==> src/rtl/ibbm_pkg.sv <==
// Shared types and constants of the idle backlight and battery manager.
package ibbm_pkg;

	// Display power states
	typedef enum logic [1:0] {
		DS_BRIGHT = 2'd0,
		DS_DIM    = 2'd1,
		DS_ASLEEP = 2'd2
	} disp_t;

	// Sequencer states
	typedef enum logic [2:0] {
		CS_IDLE,
		CS_SMOOTH,
		CS_PCT,
		CS_PCT_WAIT,
		CS_FIN
	} ctl_t;

	// Configuration register indexes
	localparam logic [2:0] REG_IDLE_DIM   = 3'd0;
	localparam logic [2:0] REG_IDLE_SLEEP = 3'd1;
	localparam logic [2:0] REG_USER_BRT   = 3'd2;
	localparam logic [2:0] REG_DIM_LEVEL  = 3'd3;
	localparam logic [2:0] REG_FULL_MV    = 3'd4;
	localparam logic [2:0] REG_EMPTY_MV   = 3'd5;
	localparam logic [2:0] REG_LOW_MV     = 3'd6;
	localparam logic [2:0] REG_DIVIDER    = 3'd7;

	// Divider geometry
	localparam int DIV_W = 22;
	localparam int DVS_W = 16;
	localparam int CNT_W = $clog2(DIV_W + 1);

	localparam logic [15:0] KNEE_MV          = 16'd3700;
	localparam logic [6:0]  HALF_PCT         = 7'd50;
	localparam logic [6:0]  FULL_PCT         = 7'd100;
	localparam logic [31:0] SAMPLE_PERIOD_MS = 32'd30000;
	localparam logic [31:0] WAKE_MASK_MS     = 32'd100;
	localparam logic [31:0] SLEEP_MASK_MS    = 32'd400;
	localparam logic [7:0]  MIN_BRIGHTNESS   = 8'd5;
	localparam logic [15:0] SMOOTH_DIVISOR   = 16'd5;
	localparam logic [21:0] PCT_SCALE        = 22'd50;

	// 2^22/5 rounded up: (x * SMOOTH_RECIP) >> RECIP_SHIFT is x/5 for any 22-bit x
	localparam logic [19:0] SMOOTH_RECIP     = 20'd838861;
	localparam int          RECIP_SHIFT      = 22;

	// Request into the divider
	typedef struct packed {
		logic             start;
		logic [DIV_W-1:0] dividend;
		logic [DVS_W-1:0] divisor;
	} div_req_t;

endpackage

==> src/rtl/idle_backlight_and_battery_manager_unit.sv <==
// Top level of the idle backlight and battery manager.
//
// Usage: each tick item on the s_ channel carries the current time, the latest
// touch-activity stamp, USB presence and a battery pin sample. For every tick
// one result item leaves on the m_ channel: display state, backlight level,
// panel wake/sleep pulses, touch mask time and the battery report.
// The display state is updated in the cycle the item is taken. When a sample is
// due on a seeded value, the (4*old+new)/5 blend follows in the CS_SMOOTH state as a
// multiply by the reciprocal of 5. The percent, when the value lies strictly
// between empty and full, runs on one restoring divider, which forms the
// quotient bit by bit before the CS_PCT_WAIT state takes it.
// s_tready is low from acceptance until the result is registered, so a new
// item is never taken before the last one's result is registered. The next
// item is taken as soon as the result is registered, even if the receiver
// still stalls it; a stalled result holds in the output register and blocks
// only the next result from being loaded.
// Registers are to be written over wr_en/wr_idx/wr_data only while the block
// is idle; the block itself does not enforce this.
// Reset puts the configuration registers at their documented defaults, the
// display bright, the battery value unseeded and the output channel empty.
module idle_backlight_and_battery_manager_unit (
	input  logic        clk,
	input  logic        arst_n,
	input  logic        s_tvalid,
	output logic        s_tready,
	// now_ms[31:0], activity_stamp_ms[63:32], usb_present[64], pin_mv[76:65], zeros
	input  logic [79:0] s_tdata,
	output logic        m_tvalid,
	input  logic        m_tready,
	// power_state[1:0], backlight_level[9:2], panel_wake[10], panel_sleep[11],
	// touch_mask_until_ms[43:12], battery_mv[59:44], battery_pct[66:60],
	// battery_low[67], charging[68], zeros
	output logic [71:0] m_tdata,
	input  logic        wr_en,
	input  logic [2:0]  wr_idx,
	input  logic [31:0] wr_data
);

	// configuration
	logic [31:0] idle_dim_q, idle_sleep_q;
	logic [7:0]  user_brt_q, dim_level_q;
	logic [15:0] full_mv_q, low_mv_q;
	logic [11:0] empty_mv_q;
	logic [3:0]  divider_q;

	// block state
	ibbm_pkg::disp_t disp_q;
	logic [31:0] last_seen_q, prev_stamp_q, last_sample_q, mask_q;
	logic [15:0] smoothed_q;
	logic        sampled_q;

	// per-item results awaiting the battery work
	logic [7:0]  level_q;
	logic        wake_q, sleep_q, charging_q;
	logic [6:0]  pct_q;
	logic        pct_upper_q;
	logic [21:0] blend_q;

	// output register
	logic        m_valid_q;
	logic [71:0] m_data_q;

	ibbm_pkg::ctl_t ctl_q, ctl_d;

	// input fields
	logic [31:0] now_ms, stamp_ms;
	logic        usb;
	logic [11:0] pin_mv;

	assign now_ms   = s_tdata[31:0];
	assign stamp_ms = s_tdata[63:32];
	assign usb      = s_tdata[64];
	assign pin_mv   = s_tdata[76:65];

	logic accept;
	assign accept = s_tvalid && s_tready;

	// --- sample decision and raw sample
	logic        sample_due;
	logic [31:0] since_sample;
	logic [15:0] raw_mv;
	logic [21:0] blend_num;

	assign since_sample = now_ms - last_sample_q;
	assign sample_due   = !sampled_q || (since_sample >= ibbm_pkg::SAMPLE_PERIOD_MS);
	assign raw_mv       = 16'(pin_mv) * 16'(divider_q);
	assign blend_num    = {4'b0, smoothed_q, 2'b00} + 22'(raw_mv);

	// --- display update, settled within the accept cycle
	logic            act, wake_now, sleep_now;
	ibbm_pkg::disp_t st_act, st_new;
	logic [31:0]     seen_new, idle_ms, mask_new;
	logic [7:0]      level_new;

	always_comb begin
		act       = (stamp_ms != prev_stamp_q) || usb;
		wake_now  = act && (disp_q == ibbm_pkg::DS_ASLEEP);
		st_act    = act ? ibbm_pkg::DS_BRIGHT : disp_q;
		seen_new  = act ? now_ms : last_seen_q;
		idle_ms   = now_ms - seen_new;
		mask_new  = wake_now ? (now_ms + ibbm_pkg::WAKE_MASK_MS) : mask_q;
		sleep_now = 1'b0;
		st_new    = st_act;
		if (!usb) begin
			case (st_act)
				ibbm_pkg::DS_DIM: begin
					if (idle_ms >= idle_sleep_q) begin
						st_new    = ibbm_pkg::DS_ASLEEP;
						sleep_now = 1'b1;
						mask_new  = now_ms + ibbm_pkg::SLEEP_MASK_MS;
					end
				end
				ibbm_pkg::DS_ASLEEP: st_new = st_act;
				default: begin
					if (idle_ms >= idle_dim_q) st_new = ibbm_pkg::DS_DIM;
				end
			endcase
		end
		case (st_new)
			ibbm_pkg::DS_DIM:    level_new = dim_level_q;
			ibbm_pkg::DS_ASLEEP: level_new = '0;
			default:             level_new = user_brt_q;
		endcase
	end

	// --- percent case selection on the settled smoothed value
	logic        pct_full, pct_empty, pct_lower;
	logic [15:0] pct_diff, pct_span;
	logic [21:0] pct_num;

	always_comb begin
		pct_full  = smoothed_q >= full_mv_q;
		pct_empty = smoothed_q <= 16'(empty_mv_q);
		pct_lower = smoothed_q <= ibbm_pkg::KNEE_MV;
		if (pct_lower) begin
			pct_diff = smoothed_q - 16'(empty_mv_q);
			pct_span = ibbm_pkg::KNEE_MV - 16'(empty_mv_q);
		end else begin
			pct_diff = smoothed_q - ibbm_pkg::KNEE_MV;
			pct_span = full_mv_q - ibbm_pkg::KNEE_MV;
		end
		pct_num = 22'(pct_diff) * ibbm_pkg::PCT_SCALE;
	end

	// --- divider
	ibbm_pkg::div_req_t div_req;
	logic               div_done;
	logic [21:0]        div_quo;

	ibbm_div u_div (
		.clk      (clk),
		.arst_n   (arst_n),
		.req      (div_req),
		.done     (div_done),
		.quotient (div_quo)
	);

	// --- blend: divide the held 4*old+new by 5 through its reciprocal
	logic [41:0] blend_prod;
	logic [19:0] blend_quo;
	logic [15:0] blend_sat;

	assign blend_prod = 42'(blend_q) * 42'(ibbm_pkg::SMOOTH_RECIP);
	assign blend_quo  = blend_prod[ibbm_pkg::RECIP_SHIFT +: 20];
	assign blend_sat  = (blend_quo > 20'd65535) ? 16'hFFFF : blend_quo[15:0];

	logic out_free;
	assign out_free = !m_valid_q || m_tready;

	// --- sequencer: next state
	always_comb begin
		ctl_d = ctl_q;
		case (ctl_q)
			ibbm_pkg::CS_IDLE: begin
				if (accept) begin
					ctl_d = (sample_due && smoothed_q != '0) ? ibbm_pkg::CS_SMOOTH
					                                          : ibbm_pkg::CS_PCT;
				end
			end
			ibbm_pkg::CS_SMOOTH:   ctl_d = ibbm_pkg::CS_PCT;
			ibbm_pkg::CS_PCT: begin
				ctl_d = (pct_full || pct_empty) ? ibbm_pkg::CS_FIN : ibbm_pkg::CS_PCT_WAIT;
			end
			ibbm_pkg::CS_PCT_WAIT: if (div_done) ctl_d = ibbm_pkg::CS_FIN;
			ibbm_pkg::CS_FIN:      if (out_free) ctl_d = ibbm_pkg::CS_IDLE;
			default:               ctl_d = ibbm_pkg::CS_IDLE;
		endcase
	end

	// --- sequencer: outputs
	logic out_load;

	always_comb begin
		s_tready         = 1'b0;
		out_load         = 1'b0;
		div_req.start    = 1'b0;
		div_req.dividend = pct_num;
		div_req.divisor  = pct_span;
		case (ctl_q)
			ibbm_pkg::CS_IDLE: s_tready = 1'b1;
			ibbm_pkg::CS_PCT:  div_req.start = !(pct_full || pct_empty);
			ibbm_pkg::CS_FIN:  out_load = out_free;
			default: ;
		endcase
	end

	// --- control and state registers
	always_ff @(posedge clk or negedge arst_n) begin
		if (!arst_n) begin
			ctl_q         <= ibbm_pkg::CS_IDLE;
			idle_dim_q    <= 32'd15000;
			idle_sleep_q  <= 32'd30000;
			user_brt_q    <= 8'd200;
			dim_level_q   <= 8'd20;
			full_mv_q     <= 16'd4150;
			empty_mv_q    <= 12'd3300;
			low_mv_q      <= 16'd3450;
			divider_q     <= 4'd2;
			disp_q        <= ibbm_pkg::DS_BRIGHT;
			last_seen_q   <= '0;
			prev_stamp_q  <= '0;
			last_sample_q <= '0;
			mask_q        <= '0;
			smoothed_q    <= '0;
			sampled_q     <= 1'b0;
			m_valid_q     <= 1'b0;
		end else begin
			ctl_q <= ctl_d;

			if (wr_en) begin
				case (wr_idx)
					ibbm_pkg::REG_IDLE_DIM:   idle_dim_q   <= wr_data;
					ibbm_pkg::REG_IDLE_SLEEP: idle_sleep_q <= wr_data;
					ibbm_pkg::REG_USER_BRT: begin
						// clamp so the bright level never goes dark
						user_brt_q <= (wr_data[7:0] < ibbm_pkg::MIN_BRIGHTNESS)
						            ? ibbm_pkg::MIN_BRIGHTNESS : wr_data[7:0];
					end
					ibbm_pkg::REG_DIM_LEVEL:  dim_level_q <= wr_data[7:0];
					ibbm_pkg::REG_FULL_MV:    full_mv_q   <= wr_data[15:0];
					ibbm_pkg::REG_EMPTY_MV:   empty_mv_q  <= wr_data[11:0];
					ibbm_pkg::REG_LOW_MV:     low_mv_q    <= wr_data[15:0];
					ibbm_pkg::REG_DIVIDER:    divider_q   <= wr_data[3:0];
					default: ;
				endcase
			end

			if (accept) begin
				prev_stamp_q <= stamp_ms;
				last_seen_q  <= seen_new;
				disp_q       <= st_new;
				mask_q       <= mask_new;
				if (sample_due) begin
					sampled_q     <= 1'b1;
					last_sample_q <= now_ms;
					// unseeded value takes the raw sample directly
					if (smoothed_q == '0) smoothed_q <= raw_mv;
				end
			end

			if (ctl_q == ibbm_pkg::CS_SMOOTH) smoothed_q <= blend_sat;

			if (out_load)        m_valid_q <= 1'b1;
			else if (m_tready)   m_valid_q <= 1'b0;
		end
	end

	// --- payload registers
	always_ff @(posedge clk) begin
		if (accept) begin
			level_q    <= level_new;
			wake_q     <= wake_now;
			sleep_q    <= sleep_now;
			charging_q <= usb;
			blend_q    <= blend_num;
		end
		if (ctl_q == ibbm_pkg::CS_PCT) begin
			pct_upper_q <= !pct_lower;
			if (pct_full)       pct_q <= ibbm_pkg::FULL_PCT;
			else if (pct_empty) pct_q <= '0;
		end
		if (ctl_q == ibbm_pkg::CS_PCT_WAIT && div_done) begin
			pct_q <= pct_upper_q ? (ibbm_pkg::HALF_PCT + div_quo[6:0]) : div_quo[6:0];
		end
		if (out_load) begin
			m_data_q <= {3'b000,
			             charging_q,
			             (smoothed_q != '0) && (smoothed_q < low_mv_q),
			             pct_q,
			             smoothed_q,
			             mask_q,
			             sleep_q,
			             wake_q,
			             level_q,
			             disp_q};
		end
	end

	assign m_tvalid = m_valid_q;
	assign m_tdata  = m_data_q;

endmodule

==> src/rtl/ibbm_div.sv <==
// Restoring divider, one quotient bit per cycle.
module ibbm_div (
	input  logic                      clk,
	input  logic                      arst_n,
	input  ibbm_pkg::div_req_t        req,
	output logic                      done,
	output logic [ibbm_pkg::DIV_W-1:0] quotient
);

	logic [ibbm_pkg::DIV_W-1:0] quo_q;
	logic [ibbm_pkg::DVS_W-1:0] rem_q;
	logic [ibbm_pkg::DVS_W-1:0] dvs_q;
	logic [ibbm_pkg::CNT_W-1:0] cnt_q;
	logic                       busy_q;
	logic                       done_q;
	logic [ibbm_pkg::DVS_W:0]   rem_sh;
	logic                       fits;

	assign rem_sh = {rem_q, quo_q[ibbm_pkg::DIV_W-1]};
	assign fits   = rem_sh >= {1'b0, dvs_q};

	always_ff @(posedge clk or negedge arst_n) begin
		if (!arst_n) begin
			busy_q <= 1'b0;
			done_q <= 1'b0;
			cnt_q  <= '0;
		end else begin
			done_q <= 1'b0;
			if (req.start) begin
				busy_q <= 1'b1;
				cnt_q  <= ibbm_pkg::CNT_W'(ibbm_pkg::DIV_W);
			end else if (busy_q) begin
				cnt_q <= cnt_q - ibbm_pkg::CNT_W'(1);
				if (cnt_q == ibbm_pkg::CNT_W'(1)) begin
					busy_q <= 1'b0;
					done_q <= 1'b1;
				end
			end
		end
	end

	always_ff @(posedge clk) begin
		if (req.start) begin
			quo_q <= req.dividend;
			rem_q <= '0;
			dvs_q <= req.divisor;
		end else if (busy_q) begin
			// shift in one dividend bit, subtract when it fits
			rem_q <= fits ? ibbm_pkg::DVS_W'(rem_sh - {1'b0, dvs_q})
			              : rem_sh[ibbm_pkg::DVS_W-1:0];
			quo_q <= {quo_q[ibbm_pkg::DIV_W-2:0], fits};
		end
	end

	assign done     = done_q;
	assign quotient = quo_q;

endmodule
==> config.mk <==
export PLATFORM = sky130hd
export DESIGN_NAME = idle_backlight_and_battery_manager_unit
export DESIGN_NICKNAME = d
export VERILOG_FILES = /design/src/rtl/ibbm_pkg.sv /design/src/rtl/idle_backlight_and_battery_manager_unit.sv /design/src/rtl/ibbm_div.sv
export SDC_FILE = /design/constraint.sdc
export NUM_CORES = 2
export LEC_CHECK = 0
export ABC_AREA = 1
export BUFFER_PORTS_ARGS = -buffer_cell sky130_fd_sc_hd__buf_2
export CAP_MARGIN = 5
export CORE_MARGIN = 2
export CORE_UTILIZATION = 60
export DETAILED_ROUTE_END_ITERATION = 16
export GPL_TIMING_DRIVEN = 0
export PLACE_DENSITY = 0.83
export RECOVER_POWER = 25
export SLEW_MARGIN = 25
export SYNTH_ARGS = -nofsm -noshare
export SYNTH_HDL_FRONTEND = slang
export SYNTH_SLANG_ARGS = --single-unit
==> constraint.sdc <==
create_clock -name clk -period 7.2 [get_ports clk]
set_input_delay 1.44 -clock clk [delete_from_list [all_inputs] [get_ports clk]]
set_output_delay 1.44 -clock clk [all_outputs]
set_load 0.01 [all_outputs]
== Yosys cells after proc, flatten, opt, wreduce, memory -nomap -nowiden ==
Cells that the tools add are included.

* Equal/unequal tests: 21
* $mul: 3
* $lt $le $gt $ge: 10
* Bitwise gates (word level): 1
* Add/sub/neg operators: 12
* Muxes and demuxes: 47
* Reduce and logical (&&, ||, !) cells: 37

{| class="wikitable"
|+ Operators with widths
! operator !! count
|-
| $mux W32 || 5
|-
| $mux W16 || 8
|-
| $ge A32 B32 Y1 || 2
|-
| $sub A32 B32 Y32 || 2
|-
| $mux W22 || 2
|-
| $mul A22 B20 Y42 const B || 1
|-
| $mux W7 || 5
|-
| $add A32 B7 Y32 const B || 1
|-
| $add A32 B9 Y32 const B || 1
|-
| $ge A32 B15 Y1 const B || 1
|-
| $ne A32 B32 Y1 || 1
|-
| $sub A16 B12 Y16 const B || 2
|-
| $mul A16 B5 Y21 const B || 1
|-
| $gt A20 B16 Y1 const B || 1
|-
| $reduce_and A2 Y1 || 10
|-
| $add A18 B16 Y19 || 1
|-
| $ge A17 B16 Y1 || 1
|-
| $ge A16 B16 Y1 || 1
|-
| $le A16 B12 Y1 || 1
|-
| $le A16 B12 Y1 const B || 1
|-
| $logic_not A16 Y1 || 1
|-
| $lt A16 B16 Y1 || 1
|-
| $mul A12 B4 Y16 || 1
|-
| $pmux W8 S2 || 1
|-
| 31 further kinds || 79
|}

* Flip-flop bits (word level): 450
* Logic and storage cells: 163

== Longest topological paths before layout ==
* Word-level depth: 10
* Depth in mapped cells: 43
* Depth with buffers taken out: 41

== Cells and area by module ==
A second synthesis with hierarchy kept.

* Cells, all modules: 5377
* Area total of the unflattened synthesis: 40480.1 sq um

{| class="wikitable"
|+ Modules (own cells, without submodules)
! module !! sequential area each (sq um) !! cells each !! area an instance (sq um) !! instances
|-
| idle_backlight_and_battery_manager_unit || 10243.6 || 4907 || 36892.9 || 1
|-
| ibbm_div || 1636.6 || 470 || 3587.2 || 1
|}

== Worst setup path before layout ==
No wires, ideal clock.

* Kind: input to register
* Start point: input port s_tdata[51]
* End point: register level_q[1], data pin
* Arrival: 6098 ps
* Required time: 6938 ps
* Path buffers: 2
* Stages: 41
* Path slack: 840 ps
* Setup time: 262 ps
* Path through: inv_1 > nand2_1 > nand2_1 > nor3_1 > nand2_1 > nor2_1 > nand3_1 > nor2_1 > buf_4 > inv_2 > clkbuf_1 > nand2_1 > o21ai_0 > ha_1 > nand3_1 > nand2_1 > a21oi_1 > o21ai_0 > (+5 left out) > nand2_1 > nand2_1 > nand2_1 > inv_1 > ha_1 > nand2_1 > nor3_1 > inv_1 > nor4_1 > nand2_1 > nand2_1 > nand2_1 > nand2_1 > nand2_1 > ha_1 > clkinv_1 > nand3_1 > o21ai_0

* Cells in the longest elaborated chain, start to end: 10
* Elaborated cells between the ends (all ways): 16
* Those cells by class: add/sub (1); order compare (2); eq/ne (5); mux (7); reduce/logical (1)

{| class="wikitable"
|+ RTL lines
! what !! line !! RTL
|-
| start, declared || idle_backlight_and_battery_manager_unit.sv:27 || <nowiki>input logic [79:0] s_tdata,</nowiki>
|-
| $ne A32 B32 Y1 (*) || idle_backlight_and_battery_manager_unit.sv:96 || <nowiki>act = (stamp_ms != prev_stamp_q) || usb;</nowiki>
|-
| $logic_or A1 B1 Y1 (*) || idle_backlight_and_battery_manager_unit.sv:96 ||
|-
| $mux W32 || idle_backlight_and_battery_manager_unit.sv:99 || <nowiki>seen_new = act ? now_ms : last_seen_q;</nowiki>
|-
| $sub A32 B32 Y32 || idle_backlight_and_battery_manager_unit.sv:100 || <nowiki>idle_ms = now_ms - seen_new;</nowiki>
|-
| $ge A32 B32 Y1 (on tied branches) || idle_backlight_and_battery_manager_unit.sv:115, idle_backlight_and_battery_manager_unit.sv:107 ||
|-
| $mux W2 (on tied branches) || idle_backlight_and_battery_manager_unit.sv:115, idle_backlight_and_battery_manager_unit.sv:107 ||
|-
| $pmux W2 S2 || idle_backlight_and_battery_manager_unit.sv:105 || <nowiki>case (st_act)</nowiki>
|-
| $mux W2 (*) || idle_backlight_and_battery_manager_unit.sv:104 || <nowiki>if (!usb) begin</nowiki>
|-
| $eq A2 B2 Y1 / $eq A2 B1 Y1 (equally long branches) || idle_backlight_and_battery_manager_unit.sv:119 || <nowiki>case (st_new)</nowiki>
|-
| $pmux W8 S2 (*) || idle_backlight_and_battery_manager_unit.sv:119 ||
|-
| via level_new[1] || idle_backlight_and_battery_manager_unit.sv:93 || <nowiki>logic [7:0] level_new;</nowiki>
|-
| end signal, assigned || idle_backlight_and_battery_manager_unit.sv:271 || <nowiki>level_q <= level_new;</nowiki>
|-
| end, declared || idle_backlight_and_battery_manager_unit.sv:53 || <nowiki>logic [7:0] level_q;</nowiki>
|}

Mark *: on every way through the listed nets, which the timed path passes. The rest lies on a longest branch.
A chain may end at the register's enable or synchronous reset.

== Final worst setup path ==
* Start point: input port s_tdata[46]
* End point: register level_q[2], data pin

* Cells in the longest elaborated chain, start to end: 10
* Elaborated cells between the ends (all ways): 16
* Those cells by class: add/sub (1); order compare (2); eq/ne (5); mux (7); reduce/logical (1)

{| class="wikitable"
|+ RTL lines
! what !! line !! RTL
|-
| $ne A32 B32 Y1 (*) || idle_backlight_and_battery_manager_unit.sv:96 ||
|-
| $logic_or A1 B1 Y1 (*) || idle_backlight_and_battery_manager_unit.sv:96 ||
|-
| $mux W32 || idle_backlight_and_battery_manager_unit.sv:99 ||
|-
| $sub A32 B32 Y32 || idle_backlight_and_battery_manager_unit.sv:100 ||
|-
| $ge A32 B32 Y1 (on tied branches) || idle_backlight_and_battery_manager_unit.sv:115, idle_backlight_and_battery_manager_unit.sv:107 ||
|-
| $mux W2 (on tied branches) || idle_backlight_and_battery_manager_unit.sv:115, idle_backlight_and_battery_manager_unit.sv:107 ||
|-
| $pmux W2 S2 || idle_backlight_and_battery_manager_unit.sv:105 ||
|-
| $mux W2 (*) || idle_backlight_and_battery_manager_unit.sv:104 ||
|-
| via st_new[0] || idle_backlight_and_battery_manager_unit.sv:91 || <nowiki>ibbm_pkg::disp_t st_act, st_new;</nowiki>
|-
| $eq A2 B2 Y1 / $eq A2 B1 Y1 (equally long branches) || idle_backlight_and_battery_manager_unit.sv:119 ||
|-
| $pmux W8 S2 (*) || idle_backlight_and_battery_manager_unit.sv:119 ||
|-
| via level_new[2] || idle_backlight_and_battery_manager_unit.sv:93 ||
|}

Marked as above.

==> run_results.csv <==
group,metric,value,unit
setup_path,cp.required,7.56,ns
grt,grt_pass1_wl,191000,um
grt,grt_pass1_vias,36052,
timing,fmax,143,MHz
setup_path,cp-end-kind,"flop",
yosys,synth.area.mux_share,0.0249,%
yosys,synth_top_family_by_area,"adder cells",
yosys,synth_compound_area_share,11.3,%
clock_tree,clk_latency,0.64,ns
timing,period_share,96.9,%
route,routed_wl,121000,um
yosys,yosysUniqueCellTypes,64,
timing,timing.hold.ws,0.411,ns
placed_design,dp_hpwl,97300,um
die,die_w,263,um
setup_path,critPathMaxFanout,10,
die,core,66100,sq um
die,ioPinCount,194,
yosys,synth-simple-area-share,21.8,%
outcome,failed_checks,"capacitance limit, slew limit",
final_layout,nNetsFinal,6300,
setup_path,cp-startpoint,"s_tdata[46]",
yosys,yosysWarnings,0,
timing,hold_viol,0,
yosys,synthAdderAreaFrac,23.4,%
setup_path,reg2reg_from,"blend_q[8]",
clock_tree,clock_sinks,447,
final_layout,syn2layout_area_growth,10.3,%
yosys,synth_seq_cells,447,
die,rows,94,
setup_path,cpPeakStageDelay,0.37,ns
timing,finalSetupViolations,0,
clock_tree,cts_tree,"done",
yosys,yosysMostFrequentCell,"nand2_1",
clock_tree,cts_made_buffers,50,
yosys,synth_common_cells,"nand2_1, inv_1, ha_1",
timing,fin_skew,0.0627,ns
final_layout,num-fill-cells,5515,
die,initial_utilization,60.9,%
clock_tree,clk_pin_slew_worst_paths,0.06,ns
die,die_y,263,um
timing,tightestPinTransition,3.10,ns
hold_path,holdCritPathClass,"reg -> reg",
hold_path,hold_start,"level_q[0]",
route,drc,0,
outcome,status,"finished, violations left",
timing,finalCriticalPeriod,6.98,ns
clock_tree,h-tree-depth,2,
clock_tree,clockBufferDepth,3,
final_layout,layout-drive-gt1-share,9.02,%
yosys,synth_top_area_share,15.3,%
grt,grt_max_degree,87,
yosys,ys_async_sr_fraction,64.0,%
timing,slew_viol_final,205,
yosys,synth_edf_count,144,
die,dieArea,69200,sq um
yosys,ys_seq_area_share,29.5,%
placed_design,gp_congestion,0.990,
route,ant_nets,0,
route,route.vias.total,36569,
setup_path,crit_top_cell,"nand2_1",
yosys,synth_xor_area_share,3.44,%
yosys,ys_top_cells_by_area,"dfrtp_1, ha_1, nand2_1",
setup_path,crit_type,"in -> reg",
route,drt_first_iter_violations,3331,
yosys,post-synth-top-area-cell,"dfrtp_1",
route,vias_per_cell,5.68,
route,wl_per_cell,18.8,um
job,cap_violations,3,
yosys,netlist_instances,5271,
yosys,syn_avg_cell_area,7.64,sq um
clock_tree,root_buffer,"clkbuf_16",
placed_design,port_buffers,187,
grt,grt.overflow.total,0,
timing,maxSlewHeadroom,-107,%
setup_path,crit_slowest_cell,"ha_1",
grt,antenna_found_initial,7,
yosys,ys.flop_type,"dfrtp_1",
yosys,netlist_area,40300,sq um
setup_path,cp-start-kind,"input pin",
grt,track_usage,34.9,%
setup_path,crit_arrival,7.33,ns
route,drt_pass1_iterations,6,
-- worst max-delay path, delay by kind of cell --
| kind | cells | cell delay, ns |
|---|---|---|
| and+or+nand+nor | 25 | 3.23 |
| adders and majority gates | 3 | 0.91 |
| AOI/OAI and AO/OA | 5 | 0.65 |
| buffers and inverters | 9 | 1.07 |
-- per-stage QoR --
| step | TNS (ns) | area (sq um) | utilization (%) | setup slack [ns] | std cells |
|---|---|---|---|---|---|
| after global routing | -0.00974 | 44400 | 67.2 | -0.00974 | 6435 |
| after global placement | -201.10 | 42300 | 64.0 | -1.83 | 6324 |
| after floorplan | 0 | 40300 | - | 0.840 | 5273 |
| after detailed placement | -48.66 | 42500 | 64.3 | -1.84 | 6330 |
| final | 0 | 44400 | 67.2 | 0.223 | 6435 |
| after CTS | 0 | 44400 | 67.1 | 0.00217 | 6424 |
-- metal layers --
layer,routed length (um),GRT usage (%)
met1,49700,46.1
met5,27,0
met2,55100,56.8
met3,10900,6.18
met4,5370,14.4
-- state kept, by name (all words and copies together) (netlist names), 5 cells and up --
name            flops
m_tdata            69
idle_sleep_q       32
empty_mv_q         12
pct_q               7
dim_level_q         8
smoothed_q         16
blend_q            19
last_sample_q      32
u_div.cnt_q         5
last_seen_q        32
u_div.quotient     22
low_mv_q           16
user_brt_q          8
u_div.dvs_q        16
u_div.rem_q        16
idle_dim_q         32
full_mv_q          16
prev_stamp_q       32
level_q             8
mask_q             32
-- placed cells by master, fill, tap and decap left out, types with 10 or more instances in the layout --
cell and count:
a211oi_1 10, dfrtp_1 247, nand3b_1 14, ha_1 489, inv_2 13, a21oi_1 261
nor3_1 68, a21o_1 14, o211ai_1 31, nand4_1 68, xnor2_1 31, inv_1 974
o21bai_1 16, o21ai_1 21, a31oi_1 14, o21ai_2 30, o21ai_0 385, or2_2 19
dfstp_2 39, clkbuf_16 51, buf_2 195, buf_4 13, fa_1 165, nand3_1 216
nor4_1 12, dfxtp_1 17, nand2_1 1286, clkbuf_1 82, xor2_1 124, nor2_1 310
edfxtp_1 144, nor2_2 12, nand2_2 47
-- logic make-up after synthesis --
logic type | count (synthesis)
AO/OA/AOI/OAI | 825
XOR/XNOR | 158
adder cells (fa/ha/maj) | 655
buffers and inverters | 1095
flip-flops | 447
multiplexers | 1
other | 1
AND/OR/NAND/NOR | 2089
-- final cells by class --
| class | instances | area, sq um | area share (%) |
|---|---|---|---|
| antenna | 4 | 10.0 | 0.0225 |
| buffer | 104 | 527 | 1.19 |
| clock buffer | 63 | 1360 | 3.06 |
| clock inverter | 31 | 437 | 0.983 |
| inverter | 990 | 3720 | 8.37 |
| multi-input combinational | 3731 | 24300 | 54.8 |
| sequential | 447 | 11900 | 26.7 |
| tap | 864 | 1080 | 2.43 |
| timing repair buffer | 201 | 1100 | 2.47 |
-- final timing paths --
kind / end / slack, ns / cells after the start
setup reg to reg: smoothed_q[15] / 0.43 / 27
hold reg to reg: m_tdata[2] / 0.41 / 0
hold / removal: m_tdata[2] / 0.41 / 0
setup / recovery: level_q[2] / 0.22 / 42
min in group asynchronous: last_seen_q[18] / 1.84 / 1
max in group asynchronous: dim_level_q[0] / 1.12 / 2
-- what timing repair did --
item                                    4_1_cts  5_1_grt
pin swaps                                     4        7
gates resized for setup                      29       25
setup buffers                                 1        7
hold buffers                                  0        0
endpoints found under the setup margin       42       53
Power is not shown: default switching activity piles up to over one toggle a cycle in this logic, so the estimate is an artifact.
